$ cat src/sv/lps_pkg.sv
`timescale 1ns / 1ps
// Shared types and constants of the LED pattern sequencer.
// Depends on nothing; every other file of the block but lps_ram refers to it by scoped names.
package lps_pkg;

  // Default table sizes.
  localparam int ENTRIES_DEF   = 8;
  localparam int MAX_STEPS_DEF = 8;

  // Reset value of the gap register.
  localparam logic [15:0] GAP_RESET = 16'd1000;

  // Widths of the configuration port.
  localparam int CFG_IDX_W  = 1;
  localparam int CFG_DATA_W = 16;

  // Configuration register indexes.
  localparam logic [CFG_IDX_W-1:0] REG_ENTRIES_IN_USE = 1'd0;
  localparam logic [CFG_IDX_W-1:0] REG_GAP_TICKS      = 1'd1;

  // Request action codes.
  localparam logic [1:0] ACT_TICK   = 2'd0;
  localparam logic [1:0] ACT_HEADER = 2'd1;
  localparam logic [1:0] ACT_STEP   = 2'd2;

  // Pattern state as reported in the status field.
  typedef enum logic [1:0] {
    ST_AWAIT = 2'd0,
    ST_BUSY  = 2'd1,
    ST_DONE  = 2'd2
  } arch_state_t;

  // Sequencer state of the core.
  typedef enum logic [2:0] {
    SQ_IDLE,
    SQ_DECODE,
    SQ_SCAN,
    SQ_SHOW,
    SQ_RELOAD,
    SQ_RESULT
  } seq_state_t;

  // One input request.
  typedef struct packed {
    logic [1:0]  action;
    logic [3:0]  level;
    logic [2:0]  entry_index;
    logic [2:0]  step_index;
    logic [2:0]  color;
    logic [3:0]  length;
    logic [15:0] interval;
    logic [3:0]  mode;
  } item_t;

  // One result.
  typedef struct packed {
    logic [1:0] status;
    logic       done_flag;
    logic       led_enable;
    logic [2:0] led_color;
    logic [3:0] led_mode;
  } result_t;

  // Configuration register contents.
  typedef struct packed {
    logic [3:0]  entries_in_use;
    logic [15:0] gap_ticks;
  } cfg_t;

  // Word of the entry header memory.
  typedef struct packed {
    logic [3:0] level;
    logic [2:0] color;
    logic [3:0] length;
  } entry_word_t;

  // Word of the step memory.
  typedef struct packed {
    logic [15:0] interval;
    logic [3:0]  mode;
  } step_word_t;

endpackage

$ cat src/sv/lps_if.sv
`timescale 1ns / 1ps
// Channel interfaces of the LED pattern sequencer: request, result and configuration.
// Depends on lps_pkg for the configuration port widths.
interface lps_item_if;
  logic        valid;
  logic        ready;
  logic [1:0]  action;
  logic [3:0]  level;
  logic [2:0]  entry_index;
  logic [2:0]  step_index;
  logic [2:0]  color;
  logic [3:0]  length;
  logic [15:0] interval;
  logic [3:0]  mode;

  modport source (output valid, action, level, entry_index, step_index, color, length,
                  interval, mode, input ready);
  modport sink (input valid, action, level, entry_index, step_index, color, length,
                interval, mode, output ready);
endinterface

interface lps_result_if;
  logic       valid;
  logic       ready;
  logic [1:0] status;
  logic       done_flag;
  logic       led_enable;
  logic [2:0] led_color;
  logic [3:0] led_mode;

  modport source (output valid, status, done_flag, led_enable, led_color, led_mode,
                  input ready);
  modport sink (input valid, status, done_flag, led_enable, led_color, led_mode,
                output ready);
endinterface

interface lps_cfg_if;
  logic                          valid;
  logic                          ready;
  logic [lps_pkg::CFG_IDX_W-1:0]  index;
  logic [lps_pkg::CFG_DATA_W-1:0] data;

  modport source (output valid, index, data, input ready);
  modport sink (input valid, index, data, output ready);
endinterface

$ cat src/sv/led_pattern_sequencer.sv
`timescale 1ns / 1ps
// LED pattern sequencer: configuration registers, result register and core.
// Depends on lps_pkg, lps_if and lps_core.
//
// Usage: load the pattern tables with header requests (action 1) and step
// requests (action 2), set entries_in_use and gap_ticks over the cfg channel,
// then send tick requests (action 0) carrying the sensor level. Every request
// gives exactly one result on the result channel with the pattern status,
// the done flag and the LED register.
// A write, or a tick that only counts the timer down, goes from the decode
// state to the result state. A tick that shows a step goes from decode to the
// show state, and on through the reload state when it reloads the timer for the
// next step. A tick in await scans the entry table one entry per cycle in a shared
// compare unit; a miss then goes to the result state, a match through reload.
// One request is in the core at a time; the item channel is ready again the
// cycle after the core hands its result to the output register, so no new
// request is taken before the result of the last one has been handed over.
// Reset returns the pattern to await with an expired timer and the LED off;
// the tables are not cleared and hold nothing defined until written.
// When the receiver stalls, the result waits in the output register, the core
// can take and finish one more request, then holds it until space frees up.
// The cfg channel is always ready and must be written only while idle.
module led_pattern_sequencer #(
  parameter int ENTRIES   = lps_pkg::ENTRIES_DEF,
  parameter int MAX_STEPS = lps_pkg::MAX_STEPS_DEF
) (
  input logic           clk,
  input logic           rst,
  lps_item_if.sink      item,
  lps_result_if.source  result,
  lps_cfg_if.sink       cfg
);

  lps_pkg::cfg_t    cfg_regs;
  lps_pkg::item_t   item_d;
  lps_pkg::result_t core_res;
  lps_pkg::result_t out_data;
  logic             out_valid;
  logic             core_ready;
  logic             core_res_valid;
  logic             core_res_ready;
  logic             res_take;

  // Configuration registers.
  assign cfg.ready = 1'b1;

  always_ff @(posedge clk) begin
    if (rst) begin
      cfg_regs.entries_in_use <= '0;
      cfg_regs.gap_ticks      <= lps_pkg::GAP_RESET;
    end else if (cfg.valid && cfg.ready) begin
      unique case (cfg.index)
        lps_pkg::REG_ENTRIES_IN_USE: cfg_regs.entries_in_use <= cfg.data[3:0];
        lps_pkg::REG_GAP_TICKS:      cfg_regs.gap_ticks      <= cfg.data;
        default: begin
        end
      endcase
    end
  end

  // Request payload gathered into one word.
  assign item_d.action      = item.action;
  assign item_d.level       = item.level;
  assign item_d.entry_index = item.entry_index;
  assign item_d.step_index  = item.step_index;
  assign item_d.color       = item.color;
  assign item_d.length      = item.length;
  assign item_d.interval    = item.interval;
  assign item_d.mode        = item.mode;

  assign item.ready = core_ready;

  lps_core #(.ENTRIES(ENTRIES), .MAX_STEPS(MAX_STEPS)) u_core (
    .clk       (clk),
    .rst       (rst),
    .cfg       (cfg_regs),
    .start     (item.valid),
    .item      (item_d),
    .ready     (core_ready),
    .res_valid (core_res_valid),
    .res_ready (core_res_ready),
    .res       (core_res)
  );

  // Output register between the core and the result channel.
  assign core_res_ready = !out_valid || result.ready;
  assign res_take       = core_res_valid && core_res_ready;

  always_ff @(posedge clk) begin
    if (rst) begin
      out_valid <= 1'b0;
    end else if (res_take) begin
      out_valid <= 1'b1;
    end else if (result.ready) begin
      out_valid <= 1'b0;
    end
  end

  always_ff @(posedge clk) begin
    if (res_take) begin
      out_data <= core_res;
    end
  end

  assign result.valid      = out_valid;
  assign result.status     = out_data.status;
  assign result.done_flag  = out_data.done_flag;
  assign result.led_enable = out_data.led_enable;
  assign result.led_color  = out_data.led_color;
  assign result.led_mode   = out_data.led_mode;

`ifndef SYNTHESIS
  // The core takes one request at a time.
  a_one_in_flight: assert property (@(posedge clk) disable iff (rst)
    (item.valid && item.ready) |=> !item.ready)
    else $error("item channel ready right after a request was accepted");

  // A core with a finished result never takes a new request.
  a_hold_when_done: assert property (@(posedge clk) disable iff (rst)
    core_res_valid |-> !core_ready)
    else $error("core ready while its result is still pending");

  // The result register shows what the core handed over.
  a_result_loaded: assert property (@(posedge clk) disable iff (rst)
    res_take |=> (result.valid && result.done_flag == $past(core_res.done_flag)
                  && result.status == $past(core_res.status)))
    else $error("result register does not match the handed-over result");

  // Completion and a failed search are both reported with the LED off.
  a_done_led_off: assert property (@(posedge clk) disable iff (rst)
    (result.valid && result.done_flag) |-> !result.led_enable)
    else $error("done flag reported with the LED on");
`endif

endmodule

$ cat src/sv/lps_ram.sv
`timescale 1ns / 1ps
// Generic single-port-write, single-port-read RAM with registered read data.
// Depends on nothing.
module lps_ram #(
  parameter int WIDTH = 8,
  parameter int DEPTH = 8,
  localparam int AW = (DEPTH > 1) ? $clog2(DEPTH) : 1
) (
  input  logic             clk,
  input  logic             we,
  input  logic [AW-1:0]    waddr,
  input  logic [WIDTH-1:0] wdata,
  input  logic [AW-1:0]    raddr,
  output logic [WIDTH-1:0] rdata
);

  logic [WIDTH-1:0] mem [DEPTH];

  // Write port and registered read port.
  always_ff @(posedge clk) begin
    if (we) begin
      mem[waddr] <= wdata;
    end
    rdata <= mem[raddr];
  end

endmodule

$ cat src/sv/lps_core.sv
`timescale 1ns / 1ps
// Sequencer core: pattern tables, timer, level search and LED state.
// Depends on lps_pkg and lps_ram.
module lps_core #(
  parameter int ENTRIES   = lps_pkg::ENTRIES_DEF,
  parameter int MAX_STEPS = lps_pkg::MAX_STEPS_DEF
) (
  input  logic             clk,
  input  logic             rst,
  input  lps_pkg::cfg_t    cfg,
  input  logic             start,
  input  lps_pkg::item_t   item,
  output logic             ready,
  output logic             res_valid,
  input  logic             res_ready,
  output lps_pkg::result_t res
);

  localparam int EW    = (ENTRIES > 1) ? $clog2(ENTRIES) : 1;
  localparam int SW    = (MAX_STEPS > 1) ? $clog2(MAX_STEPS) : 1;
  localparam int DEPTH = ENTRIES * MAX_STEPS;
  localparam int AW    = (DEPTH > 1) ? $clog2(DEPTH) : 1;
  localparam int PW    = $clog2(MAX_STEPS + 1);
  localparam int LW    = $clog2(ENTRIES + 1);
  localparam int ENT_W  = $bits(lps_pkg::entry_word_t);
  localparam int STEP_W = $bits(lps_pkg::step_word_t);

  // Flat step memory address of a step within an entry.
  function automatic logic [AW-1:0] step_addr(input logic [EW-1:0] e,
                                               input logic [SW-1:0] p);
    step_addr = AW'(AW'(e) * AW'(MAX_STEPS)) + AW'(p);
  endfunction

  lps_pkg::seq_state_t  state, state_next;
  lps_pkg::arch_state_t arch, arch_next;
  lps_pkg::item_t       item_q, item_q_next;
  logic [15:0]          timer, timer_next;
  logic [EW-1:0]        active, active_next;
  logic [PW-1:0]        pos, pos_next;
  logic [EW-1:0]        scan_idx, scan_idx_next;
  logic                 flag, flag_next;
  logic                 led_on, led_on_next;
  logic [2:0]           led_col, led_col_next;
  logic [3:0]           led_md, led_md_next;

  logic                 ent_we, step_we;
  logic [EW-1:0]        ent_waddr, ent_raddr;
  logic [AW-1:0]        step_waddr, step_raddr;
  logic [ENT_W-1:0]     ent_rdata;
  logic [STEP_W-1:0]    step_rdata;
  lps_pkg::entry_word_t ent_word;
  lps_pkg::step_word_t  step_word;

  logic [LW-1:0]        lim;
  logic [15:0]          timer_dec;
  logic [PW-1:0]        p_next, len_eff;
  logic                 ent_ok, step_ok;

  // Pattern table memories.
  lps_ram #(.WIDTH(ENT_W), .DEPTH(ENTRIES)) u_ent_ram (
    .clk   (clk),
    .we    (ent_we),
    .waddr (ent_waddr),
    .wdata (ENT_W'({item_q.level, item_q.color, item_q.length})),
    .raddr (ent_raddr),
    .rdata (ent_rdata)
  );

  lps_ram #(.WIDTH(STEP_W), .DEPTH(DEPTH)) u_step_ram (
    .clk   (clk),
    .we    (step_we),
    .waddr (step_waddr),
    .wdata (STEP_W'({item_q.interval, item_q.mode})),
    .raddr (step_raddr),
    .rdata (step_rdata)
  );

  assign ent_word  = lps_pkg::entry_word_t'(ent_rdata);
  assign step_word = lps_pkg::step_word_t'(step_rdata);

  // Write guards and addresses of table writes.
  assign ent_ok     = 32'(item_q.entry_index) < ENTRIES;
  assign step_ok    = ent_ok && (32'(item_q.step_index) < MAX_STEPS);
  assign ent_waddr  = EW'(item_q.entry_index);
  assign step_waddr = step_addr(EW'(item_q.entry_index), SW'(item_q.step_index));

  // Search bound, timer decrement and step bound.
  assign lim       = (32'(cfg.entries_in_use) > ENTRIES) ? LW'(ENTRIES)
                                                          : LW'(cfg.entries_in_use);
  assign timer_dec = (timer != 16'd0) ? timer - 16'd1 : timer;
  assign p_next    = pos + PW'(1);
  assign len_eff   = (32'(ent_word.length) > MAX_STEPS) ? PW'(MAX_STEPS)
                                                         : PW'(ent_word.length);

  // Read addresses: the scan walks the entry table; the step table follows the pattern.
  always_comb begin
    ent_raddr  = (arch == lps_pkg::ST_BUSY) ? active : '0;
    step_raddr = step_addr(active, SW'(pos));
    if (state == lps_pkg::SQ_SCAN) begin
      ent_raddr  = scan_idx + EW'(1);
      step_raddr = step_addr(scan_idx, '0);
    end else if (state == lps_pkg::SQ_SHOW) begin
      step_raddr = step_addr(active, SW'(p_next));
    end
  end

  // Sequencer next state and datapath control.
  always_comb begin
    state_next    = state;
    arch_next     = arch;
    item_q_next   = item_q;
    timer_next    = timer;
    active_next   = active;
    pos_next      = pos;
    scan_idx_next = scan_idx;
    flag_next     = flag;
    led_on_next   = led_on;
    led_col_next  = led_col;
    led_md_next   = led_md;
    ent_we        = 1'b0;
    step_we       = 1'b0;
    ready         = 1'b0;
    res_valid     = 1'b0;

    unique case (state)
      lps_pkg::SQ_IDLE: begin
        ready = 1'b1;
        if (start) begin
          item_q_next = item;
          flag_next   = 1'b0;
          state_next  = lps_pkg::SQ_DECODE;
        end
      end

      lps_pkg::SQ_DECODE: begin
        state_next = lps_pkg::SQ_RESULT;
        unique case (item_q.action)
          lps_pkg::ACT_TICK: begin
            timer_next = timer_dec;
            if (timer_dec == 16'd0) begin
              unique case (arch)
                lps_pkg::ST_AWAIT: begin
                  if (lim == '0) begin
                    arch_next = lps_pkg::ST_DONE;
                    flag_next = 1'b1;
                  end else begin
                    scan_idx_next = '0;
                    state_next    = lps_pkg::SQ_SCAN;
                  end
                end
                lps_pkg::ST_BUSY: begin
                  state_next = lps_pkg::SQ_SHOW;
                end
                lps_pkg::ST_DONE: begin
                  led_on_next = 1'b0;
                  arch_next   = lps_pkg::ST_AWAIT;
                  flag_next   = 1'b1;
                end
                default: begin
                  arch_next = lps_pkg::ST_AWAIT;
                end
              endcase
            end
          end
          lps_pkg::ACT_HEADER: begin
            ent_we = ent_ok;
          end
          lps_pkg::ACT_STEP: begin
            step_we = step_ok;
          end
          default: begin
          end
        endcase
      end

      // One entry compared per cycle; the first match wins.
      lps_pkg::SQ_SCAN: begin
        if (ent_word.level == item_q.level) begin
          active_next = scan_idx;
          pos_next    = '0;
          arch_next   = lps_pkg::ST_BUSY;
          state_next  = lps_pkg::SQ_RELOAD;
        end else if ((LW'(scan_idx) + LW'(1)) < lim) begin
          scan_idx_next = scan_idx + EW'(1);
        end else begin
          arch_next  = lps_pkg::ST_DONE;
          flag_next  = 1'b1;
          state_next = lps_pkg::SQ_RESULT;
        end
      end

      // Show the current step and move to the next one or to the gap.
      lps_pkg::SQ_SHOW: begin
        led_on_next  = 1'b1;
        led_col_next = ent_word.color;
        led_md_next  = step_word.mode;
        pos_next     = p_next;
        if (p_next < len_eff) begin
          state_next = lps_pkg::SQ_RELOAD;
        end else begin
          arch_next  = lps_pkg::ST_DONE;
          timer_next = cfg.gap_ticks;
          state_next = lps_pkg::SQ_RESULT;
        end
      end

      lps_pkg::SQ_RELOAD: begin
        timer_next = step_word.interval;
        state_next = lps_pkg::SQ_RESULT;
      end

      lps_pkg::SQ_RESULT: begin
        res_valid = 1'b1;
        if (res_ready) begin
          state_next = lps_pkg::SQ_IDLE;
        end
      end

      default: begin
        state_next = lps_pkg::SQ_IDLE;
      end
    endcase
  end

  // Control and LED registers.
  always_ff @(posedge clk) begin
    if (rst) begin
      state   <= lps_pkg::SQ_IDLE;
      arch    <= lps_pkg::ST_AWAIT;
      timer   <= '0;
      active  <= '0;
      pos     <= '0;
      flag    <= 1'b0;
      led_on  <= 1'b0;
      led_col <= '0;
      led_md  <= '0;
    end else begin
      state   <= state_next;
      arch    <= arch_next;
      timer   <= timer_next;
      active  <= active_next;
      pos     <= pos_next;
      flag    <= flag_next;
      led_on  <= led_on_next;
      led_col <= led_col_next;
      led_md  <= led_md_next;
    end
  end

  // Request and scan registers.
  always_ff @(posedge clk) begin
    item_q   <= item_q_next;
    scan_idx <= scan_idx_next;
  end

  assign res.status     = arch;
  assign res.done_flag  = flag;
  assign res.led_enable = led_on;
  assign res.led_color  = led_col;
  assign res.led_mode   = led_md;

endmodule
$ cat src/flat_wrapper.sv
// flat-port wrapper written by rule: the top's interface ports become plain ports
module led_pattern_sequencer_flat 
#(
  parameter int ENTRIES   = lps_pkg::ENTRIES_DEF,
  parameter int MAX_STEPS = lps_pkg::MAX_STEPS_DEF
)
  (clk, rst, item_valid, item_action, item_level, item_entry_index, item_step_index, item_color, item_length, item_interval, item_mode, item_ready, result_valid, result_status, result_done_flag, result_led_enable, result_led_color, result_led_mode, result_ready, cfg_valid, cfg_index, cfg_data, cfg_ready);
  lps_item_if item_i ();
  lps_result_if result_i ();
  lps_cfg_if cfg_i ();
  input logic clk;
  input logic rst;
  input wire logic [$bits(item_i.valid)-1:0] item_valid;
  input wire logic [$bits(item_i.action)-1:0] item_action;
  input wire logic [$bits(item_i.level)-1:0] item_level;
  input wire logic [$bits(item_i.entry_index)-1:0] item_entry_index;
  input wire logic [$bits(item_i.step_index)-1:0] item_step_index;
  input wire logic [$bits(item_i.color)-1:0] item_color;
  input wire logic [$bits(item_i.length)-1:0] item_length;
  input wire logic [$bits(item_i.interval)-1:0] item_interval;
  input wire logic [$bits(item_i.mode)-1:0] item_mode;
  output wire logic [$bits(item_i.ready)-1:0] item_ready;
  output wire logic [$bits(result_i.valid)-1:0] result_valid;
  output wire logic [$bits(result_i.status)-1:0] result_status;
  output wire logic [$bits(result_i.done_flag)-1:0] result_done_flag;
  output wire logic [$bits(result_i.led_enable)-1:0] result_led_enable;
  output wire logic [$bits(result_i.led_color)-1:0] result_led_color;
  output wire logic [$bits(result_i.led_mode)-1:0] result_led_mode;
  input wire logic [$bits(result_i.ready)-1:0] result_ready;
  input wire logic [$bits(cfg_i.valid)-1:0] cfg_valid;
  input wire logic [$bits(cfg_i.index)-1:0] cfg_index;
  input wire logic [$bits(cfg_i.data)-1:0] cfg_data;
  output wire logic [$bits(cfg_i.ready)-1:0] cfg_ready;
  assign item_i.valid = item_valid;
  assign item_i.action = item_action;
  assign item_i.level = item_level;
  assign item_i.entry_index = item_entry_index;
  assign item_i.step_index = item_step_index;
  assign item_i.color = item_color;
  assign item_i.length = item_length;
  assign item_i.interval = item_interval;
  assign item_i.mode = item_mode;
  assign item_ready = item_i.ready;
  assign result_valid = result_i.valid;
  assign result_status = result_i.status;
  assign result_done_flag = result_i.done_flag;
  assign result_led_enable = result_i.led_enable;
  assign result_led_color = result_i.led_color;
  assign result_led_mode = result_i.led_mode;
  assign result_i.ready = result_ready;
  assign cfg_i.valid = cfg_valid;
  assign cfg_i.index = cfg_index;
  assign cfg_i.data = cfg_data;
  assign cfg_ready = cfg_i.ready;
  led_pattern_sequencer #(.ENTRIES(ENTRIES), .MAX_STEPS(MAX_STEPS)) u_core (.clk(clk), .rst(rst), .item(item_i), .result(result_i), .cfg(cfg_i));
endmodule
$ cat config.mk
export PLATFORM = sky130hd
export DESIGN_NAME = led_pattern_sequencer_flat
export DESIGN_NICKNAME = d
export VERILOG_FILES = /design/src/sv/lps_pkg.sv /design/src/sv/lps_if.sv /design/src/sv/led_pattern_sequencer.sv /design/src/sv/lps_ram.sv /design/src/sv/lps_core.sv /design/src/flat_wrapper.sv
export SDC_FILE = /design/constraint.sdc
export NUM_CORES = 2
export LEC_CHECK = 0
export BUFFER_PORTS_ARGS = -buffer_cell sky130_fd_sc_hd__buf_2
export CORE_MARGIN = 5
export CORE_UTILIZATION = 45
export DETAILED_ROUTE_END_ITERATION = 12
export GPL_TIMING_DRIVEN = 0
export PLACE_DENSITY_LB_ADDON = 0.12
export SLEW_MARGIN = 10
export SYNTH_ARGS = -nofsm -noshare
export SYNTH_HDL_FRONTEND = slang
export SYNTH_SLANG_ARGS = --single-unit
export TNS_END_PERCENT = 20
$ cat constraint.sdc
create_clock -name clk -period 4.6 [get_ports clk]
set_input_delay 0.46 -clock clk [delete_from_list [all_inputs] [get_ports clk]]
set_output_delay 0.46 -clock clk [all_outputs]
set_load 0.01 [all_outputs]
After elaboration in Yosys (flattened, before gate mapping)
Memory sizes are Yosys's and may differ from the RTL's. A register that Yosys moved wholly into a read port is not among the register bits.
Cells that the tools add are included.

word-level totals
  register bits = 111
  bits in writable memories = 1368
  input bits = 61
  output and inout port bits = 14
  logic and storage cells = 154
  memories kept = 2

cells by class
  add/subtract/negate cells = 7
  magnitude comparators = 4
  eq/ne operators = 26
  mux-type cells = 61
  bitwise operators = 1
  reduce and logical (&&, ||, !) cells = 27

memories
  name                          words  bits a word  read ports  clocked after Yosys merged registers in  write ports  line           text
  u_core.u_core.u_step_ram.mem  64     20           1           1                                        1            lps_ram.sv:17  logic [WIDTH-1:0] mem [DEPTH];
  u_core.u_core.u_ent_ram.mem   8      11           1           1                                        1            lps_ram.sv:17

operators by type and width
  kind                                                   number
  two-way mux 16 bit                                     3
  case mux 16 bit (3 select lines)                       1
  two-way mux 3 bit                                      15
  two-way mux 1 bit                                      22
  adder 6 x 3 -> 6 bit                                   3
  != test 2 bit (second input constant)                  9
  case mux 3 bit (6 select lines)                        1
  logical NOT 16 bit                                     1
  nonzero test 16 bit                                    1
  subtractor 16 x 1 -> 16 bit (second input constant)    1
  AND reduction 7 bit                                    2
  two-way mux 2 bit                                      6
  two-way mux 4 bit                                      3
  two-way mux 6 bit                                      2
  case mux 3 bit (2 select lines)                        2
  AND reduction 2 bit                                    5
  nonzero test 3 bit                                     3
  greater-than comparator 4 bit (second input constant)  2
  less-than comparator 4 bit                             2
  != test 2 x 1 -> 1 bit (second input constant)         4
  case mux 4 bit (2 select lines)                        1
  AND reduction 8 bit                                    1
  nonzero test 2 bit                                     4
  equality test 3 x 2 -> 1 bit (second input constant)   2
  other kinds (23)                                       30

Logic depth before layout (Yosys ltp)
  word-level depth = 8
  depth in mapped cells = 14
  gate-level depth less buffers = 10

Hierarchy
A second synthesis with hierarchy kept.

second synthesis, totals
  cells, all modules = 2918
  area, all modules = 58431.0 sq um

by module, submodules not included
  module                              times used  cells an instance  area an instance (sq um)  seq. area each (sq um)
  lps_ram (u_core.u_core.u_step_ram)  1           2243               49495.0                   38837.2
  lps_core                            1           434                4073.9                    2001.9
  lps_ram (u_core.u_core.u_ent_ram)   1           150                3657.3                    2862.7
  led_pattern_sequencer               1           91                 1204.9                    750.7

Worst setup path before layout
OpenSTA, ideal clock, no wires.

  path type = flip-flop to flip-flop
  start point = register u_core.u_core.state[2]
  end point = register u_core.u_core.u_step_ram.rdata[0] (read register of u_core.u_core.u_step_ram.mem)
  setup time = 138 ps
  arrival time = 3441 ps
  data required time = 4462 ps
  setup slack = 1021 ps
  stages on the path, launching flop included = 13
  buffers on the path = 4
  period minus slack after synthesis = 3579 ps
  path through = dfxtp_1 -> buf_2 -> nand3b_1 -> inv_2 -> clkbuf_1 -> clkbuf_1 -> ha_1 -> nor2_1 -> buf_1 -> mux4_2 -> a22o_1 -> a221oi_1 -> o221ai_1

on the way
  longest elaborated chain between the ends = 3
  elaborated cells between the ends (all ways) = 4
  classes of those cells = eq/ne (2); mux (2)

RTL lines
  what                          line             text
  start, declared               lps_core.sv:34   lps_pkg::seq_state_t state, state_next;
  start signal, assigned        lps_core.sv:228  state <= lps_pkg::SQ_IDLE;
  start signal, assigned        lps_core.sv:238  state <= state_next;
  equality test 3 x 2 -> 1 bit  lps_core.sv:102  end else if (state == lps_pkg::SQ_SHOW) begin
  two-way mux 6 bit             lps_core.sv:102
  two-way mux 6 bit *           lps_core.sv:99   if (state == lps_pkg::SQ_SCAN) begin
  end, declared                 lps_ram.sv:14    output logic [WIDTH-1:0] rdata

Every way passes the cells marked *; elsewhere a longest branch is shown, timed or not.
A chain may end at the register's enable or synchronous reset.

Final worst setup path
  start point = register u_core.u_core.state[2]
  end point = register u_core.u_core.u_step_ram.rdata[4] (read register of u_core.u_core.u_step_ram.mem)

The elaborated chain is that of the path after synthesis.

==> impl_metrics.tcl <==
set metrics [dict create \
    final_nets 3353 \
    grt-ovfl-total 0 \
    timing.critical_path.from_type "flop" \
    syn_avg_cell_area_sq_um 19.93 \
    finalHoldViolCount 0 \
    worst_path_max_delay_cell "clkbuf_1" \
    placeableCoreArea_sq_um 127500 \
    cts.root.buffer_cell "clkbuf_16" \
    starting_density 0.4522 \
    detailed_place.area_sq_um 62280 \
    synth_area_sq_um 57670 \
    tritoncts "done" \
    grt_most_used_layer "met2" \
    setup.worst_path.end_class "flop" \
    slew_violations 0 \
    route.detailed.wl_per_inst_um 29.45 \
    ant_nets_after_route 0 \
    synth.net_count 2965 \
    antenna_found_initial 4 \
    first_pass_iters 7 \
    number_of_cells_after_detailed_placement 4732 \
    postLayoutCoreUtil 0.5329 \
    drt_first_iter_violations 3167 \
    pre_cts_ws_ns -1.460 \
    instances_no_fill 5068 \
    critPathArrivalTime_ns 5.17 \
    irDropWorstVdd_mv 0.2678 \
    io_pins 75 \
    post-route-cell-area_sq_um 67950 \
    total_clock_buffers_created_by_cts 155 \
    tightest_slew_ns 1.281 \
    register_area_share_after_synthesis 0.7709 \
    result_of_the_run "completed" \
    worstPathMaxFanout 10 \
    cts.sinks 1510 \
    postSynthRegisterBits 1510 \
    grt_start_max_net_pins 33 \
    hold_path_class "in2reg" \
    bufs_on_longest_clock_path 3 \
    die_w_um 368.0 \
    grt_pass1_wl_um 215200 \
    grt_pass1_vias 30490 \
    fillers 9835 \
    finalHoldWorstSlack_ns 0.1383 \
    cell_type_group_with_the_largest_total_delay_on_the_critical_path "compound AO/OA/AOI/OAI gates" \
    num_vias 30040 \
    clock_tree.htree_level_count 4 \
    drv_cap 0 \
    synth.yosys.warnings 0 \
    detailedPlacementHpwl_um 103700 \
    setup-tns-final_ns 0 \
    timing.max_slew.rel_slack 0.1459 \
    synth-main-ff-cell "edfxtp_1" \
    grt.met1_usage 0.3029 \
    power-per-cell-area_nw_per_um2 436.5 \
    timing.final.crit_share 0.9979 \
    ys_async_sr_fraction 0 \
    worst_skew_pair.late_latency_ns 0.77 \
    met3_use_gr 0.04139 \
    timing.final.crit_period_ns 4.590 \
    die_height_um 368.0 \
    clock_skew_ns 0.01679 \
    critical_path.max_stage_delay_ns 0.76 \
    finalSetupViolCount 0 \
    p_leak_nw 21.80 \
    number_of_buffers_added_for_setup_after_cts 0 \
    synth_edf_count 1421 \
    synthesis.instances 2894 \
    global_route.usage.total 0.2205 \
    clk_transition_reported_paths_ns 0.06 \
    via_per_inst 5.927 \
    yosysUniqueCellTypes 77 \
    cp_data_required_time_ns 5.18 \
    route.final.wire_length_um 149300 \
    rsz0062_at_grt "true" \
    groute.layer.met2.usage 0.3605 \
    area_of_combinational_cells_with_multiple_inputs_sq_um 13040 \
    final.setup.worst_slack_ns 0.009676 \
    gp_congestion 0.8687 \
    worst_path_cell_chain "buf_2 -> nand3b_1 -> inv_2 -> a22oi_2 -> buf_2 -> clkbuf_1 -> mux4_2 -> a22oi_1 -> nand2_1 -> a22oi_2 -> o221ai_1" \
    area.sequential_sq_um 44450 \
    fp-row-count 131 \
    cp.buffers_inverters 4 \
    critPathKind "reg2reg" \
    layout-drive-gt1-share 0.2571 \
    timing.fmax_ghz 0.2179 \
    die_area_sq_um 135400 \
    remaining_drc_errors 0 \
    portBuffers 73 \
    overall_power_of_the_completed_layout_mw 29.66 \
    flow.area_growth_from_synthesis_pct 17.84 \
]
[tightest hold or removal path, delay by kind of cell]
family,cells,cell delay [ns]
AND/OR/NAND/NOR,2,0.25
buffers and inverters,1,0.09
AO/OA/AOI/OAI,1,0.05
[report_power, final]
part | internal, mW | switching (mW)
logic | 0.784 | 1.33
clock network | 6.85 | 5.08
registers | 15.4 | 0.216
total | 23.0 | 6.62
[kinds of logic (layout without fill, tap and decap cells)]
family                     count (synthesis)  after routing  synth area share
AOI/OAI and AO/OA                        349            349           0.04491
and+or+nand+nor                          516            516           0.04175
adders and majority gates                 10             10          0.002170
DFF                                     1510           1510            0.7709
buffers and inverters                    171            680           0.01248
other                                      1              4        0.00006503
xor gates and xnor gates                   8              8          0.001215
muxes                                    329            329            0.1266
[synth_stat cells, drive strengths merged, types with 3 or more instances]
library cell	instances	area (sq um)
buf	52	272.8
nor4b	4	56.30
clkbuf	109	409.1
a211oi	6	45.04
xor2	6	52.55
or3	6	37.54
o21bai	3	22.52
nor3b	6	61.31
a221oi	43	376.6
nor2	124	465.5
nand4	4	31.28
o221ai	20	175.2
nand2b	4	25.02
o21ai	38	193.9
ha	10	125.1
a31oi	3	18.77
o31ai	4	30.03
edfxtp	1421	42670
mux4	320	7207
a22o	40	350.3
or2	3	18.77
nand3b	13	97.59
and3	7	43.79
o211ai	4	30.03
nand3	68	340.3
a21o	4	30.03
mux2i	8	80.08
dfxtp	89	1782
a22oi	110	830.8
nand2	224	840.8
a221o	4	40.04
a21oi	45	225.2
a222oi	5	50.05
inv	10	37.53
nor2b	9	56.30
nor4	10	96.35
and2	7	43.79
nor3	13	65.06
a2bb2oi	4	35.03
or4	6	48.80
[per-layer routing]
layer	part of all wire	up-vias
met5	0	-
met4	0.030	0
met3	0.065	208
met2	0.49	1109
met1	0.41	15930
li1	-	12790
[layout by cell type, fill, tap and decap left out, types with 8 or more instances in the layout]
master	Yosys	routed
nor2b_1	9	9
edfxtp_1	1421	1421
buf_4	5	14
ha_1	10	10
buf_2	35	92
mux2i_1	8	8
a22oi_2	1	17
clkbuf_1	109	147
a22o_1	40	40
nand2_1	224	222
buf_8	0	55
o221ai_1	20	19
clkinv_2	0	20
buf_6	2	19
nor2_1	124	59
nor3_1	13	11
o21ai_0	34	34
nor2_4	0	26
clkinv_1	0	33
dlygate4sd3_1	0	57
dfxtp_1	89	89
nand3_1	68	68
nor2_2	0	39
buf_1	10	9
a221oi_2	0	18
a221oi_1	43	24
nand3b_1	13	13
buf_16	0	28
a21oi_1	45	43
inv_1	9	9
clkbuf_16	0	166
a22oi_1	109	93
mux4_2	320	320
[final timing paths]
path,from,end,slack (ns),cells after the start
setup / recovery,u_core.u_core.state[2],u_core.u_core.u_step_ram.rdata[4],0.01,11
hold / removal,cfg_valid,u_core.cfg_regs[4],0.14,4
setup reg to reg,u_core.u_core.state[2],u_core.u_core.u_step_ram.rdata[4],0.01,11
hold reg to reg,u_core.u_core.led_on,u_core.result.led_enable,0.43,0
[timing repair]
item | in CTS | in global routing
setup endpoints to repair | 55 | 20
pin swaps | 0 | 2
hold buffers | 57 | 0
endpoints found under the hold margin | 61 | 0
gates resized for setup | 48 | 17
[sequential cells by signal, summed over array words and instances, names as in the netlist, 3 cells and up]
signal and cells:
u_core.result.led_color 3, u_core.u_core.u_ent_ram.rdata 11, u_core.u_core.led_col 3, u_core.u_core.u_step_ram.rdata 20
u_core.u_core.scan_idx 3, u_core.u_core.active 3, u_core.u_core.timer 16, u_core.u_core.ent_waddr 3
u_core.u_core.u_step_ram.mem 1280, u_core.result.led_mode 4, u_core.cfg_regs 20, u_core.u_core.item_q 36
u_core.u_core.state 3, u_core.u_core.led_md 4, u_core.u_core.u_ent_ram.mem 88, u_core.u_core.pos 4
[cell type report]
cell class	instances	area share
Multi-Input combinational cell	1213	0.1919
Tap cell	1662	0.03060
Sequential cell	1510	0.6542
Clock buffer	210	0.06415
Clock inverter	68	0.006555
Timing Repair Buffer	233	0.04112
Buffer	159	0.01084
Inverter	10	0.0005524
Antenna cell	3	0.0001105
(Power assumes the default switching activity.)
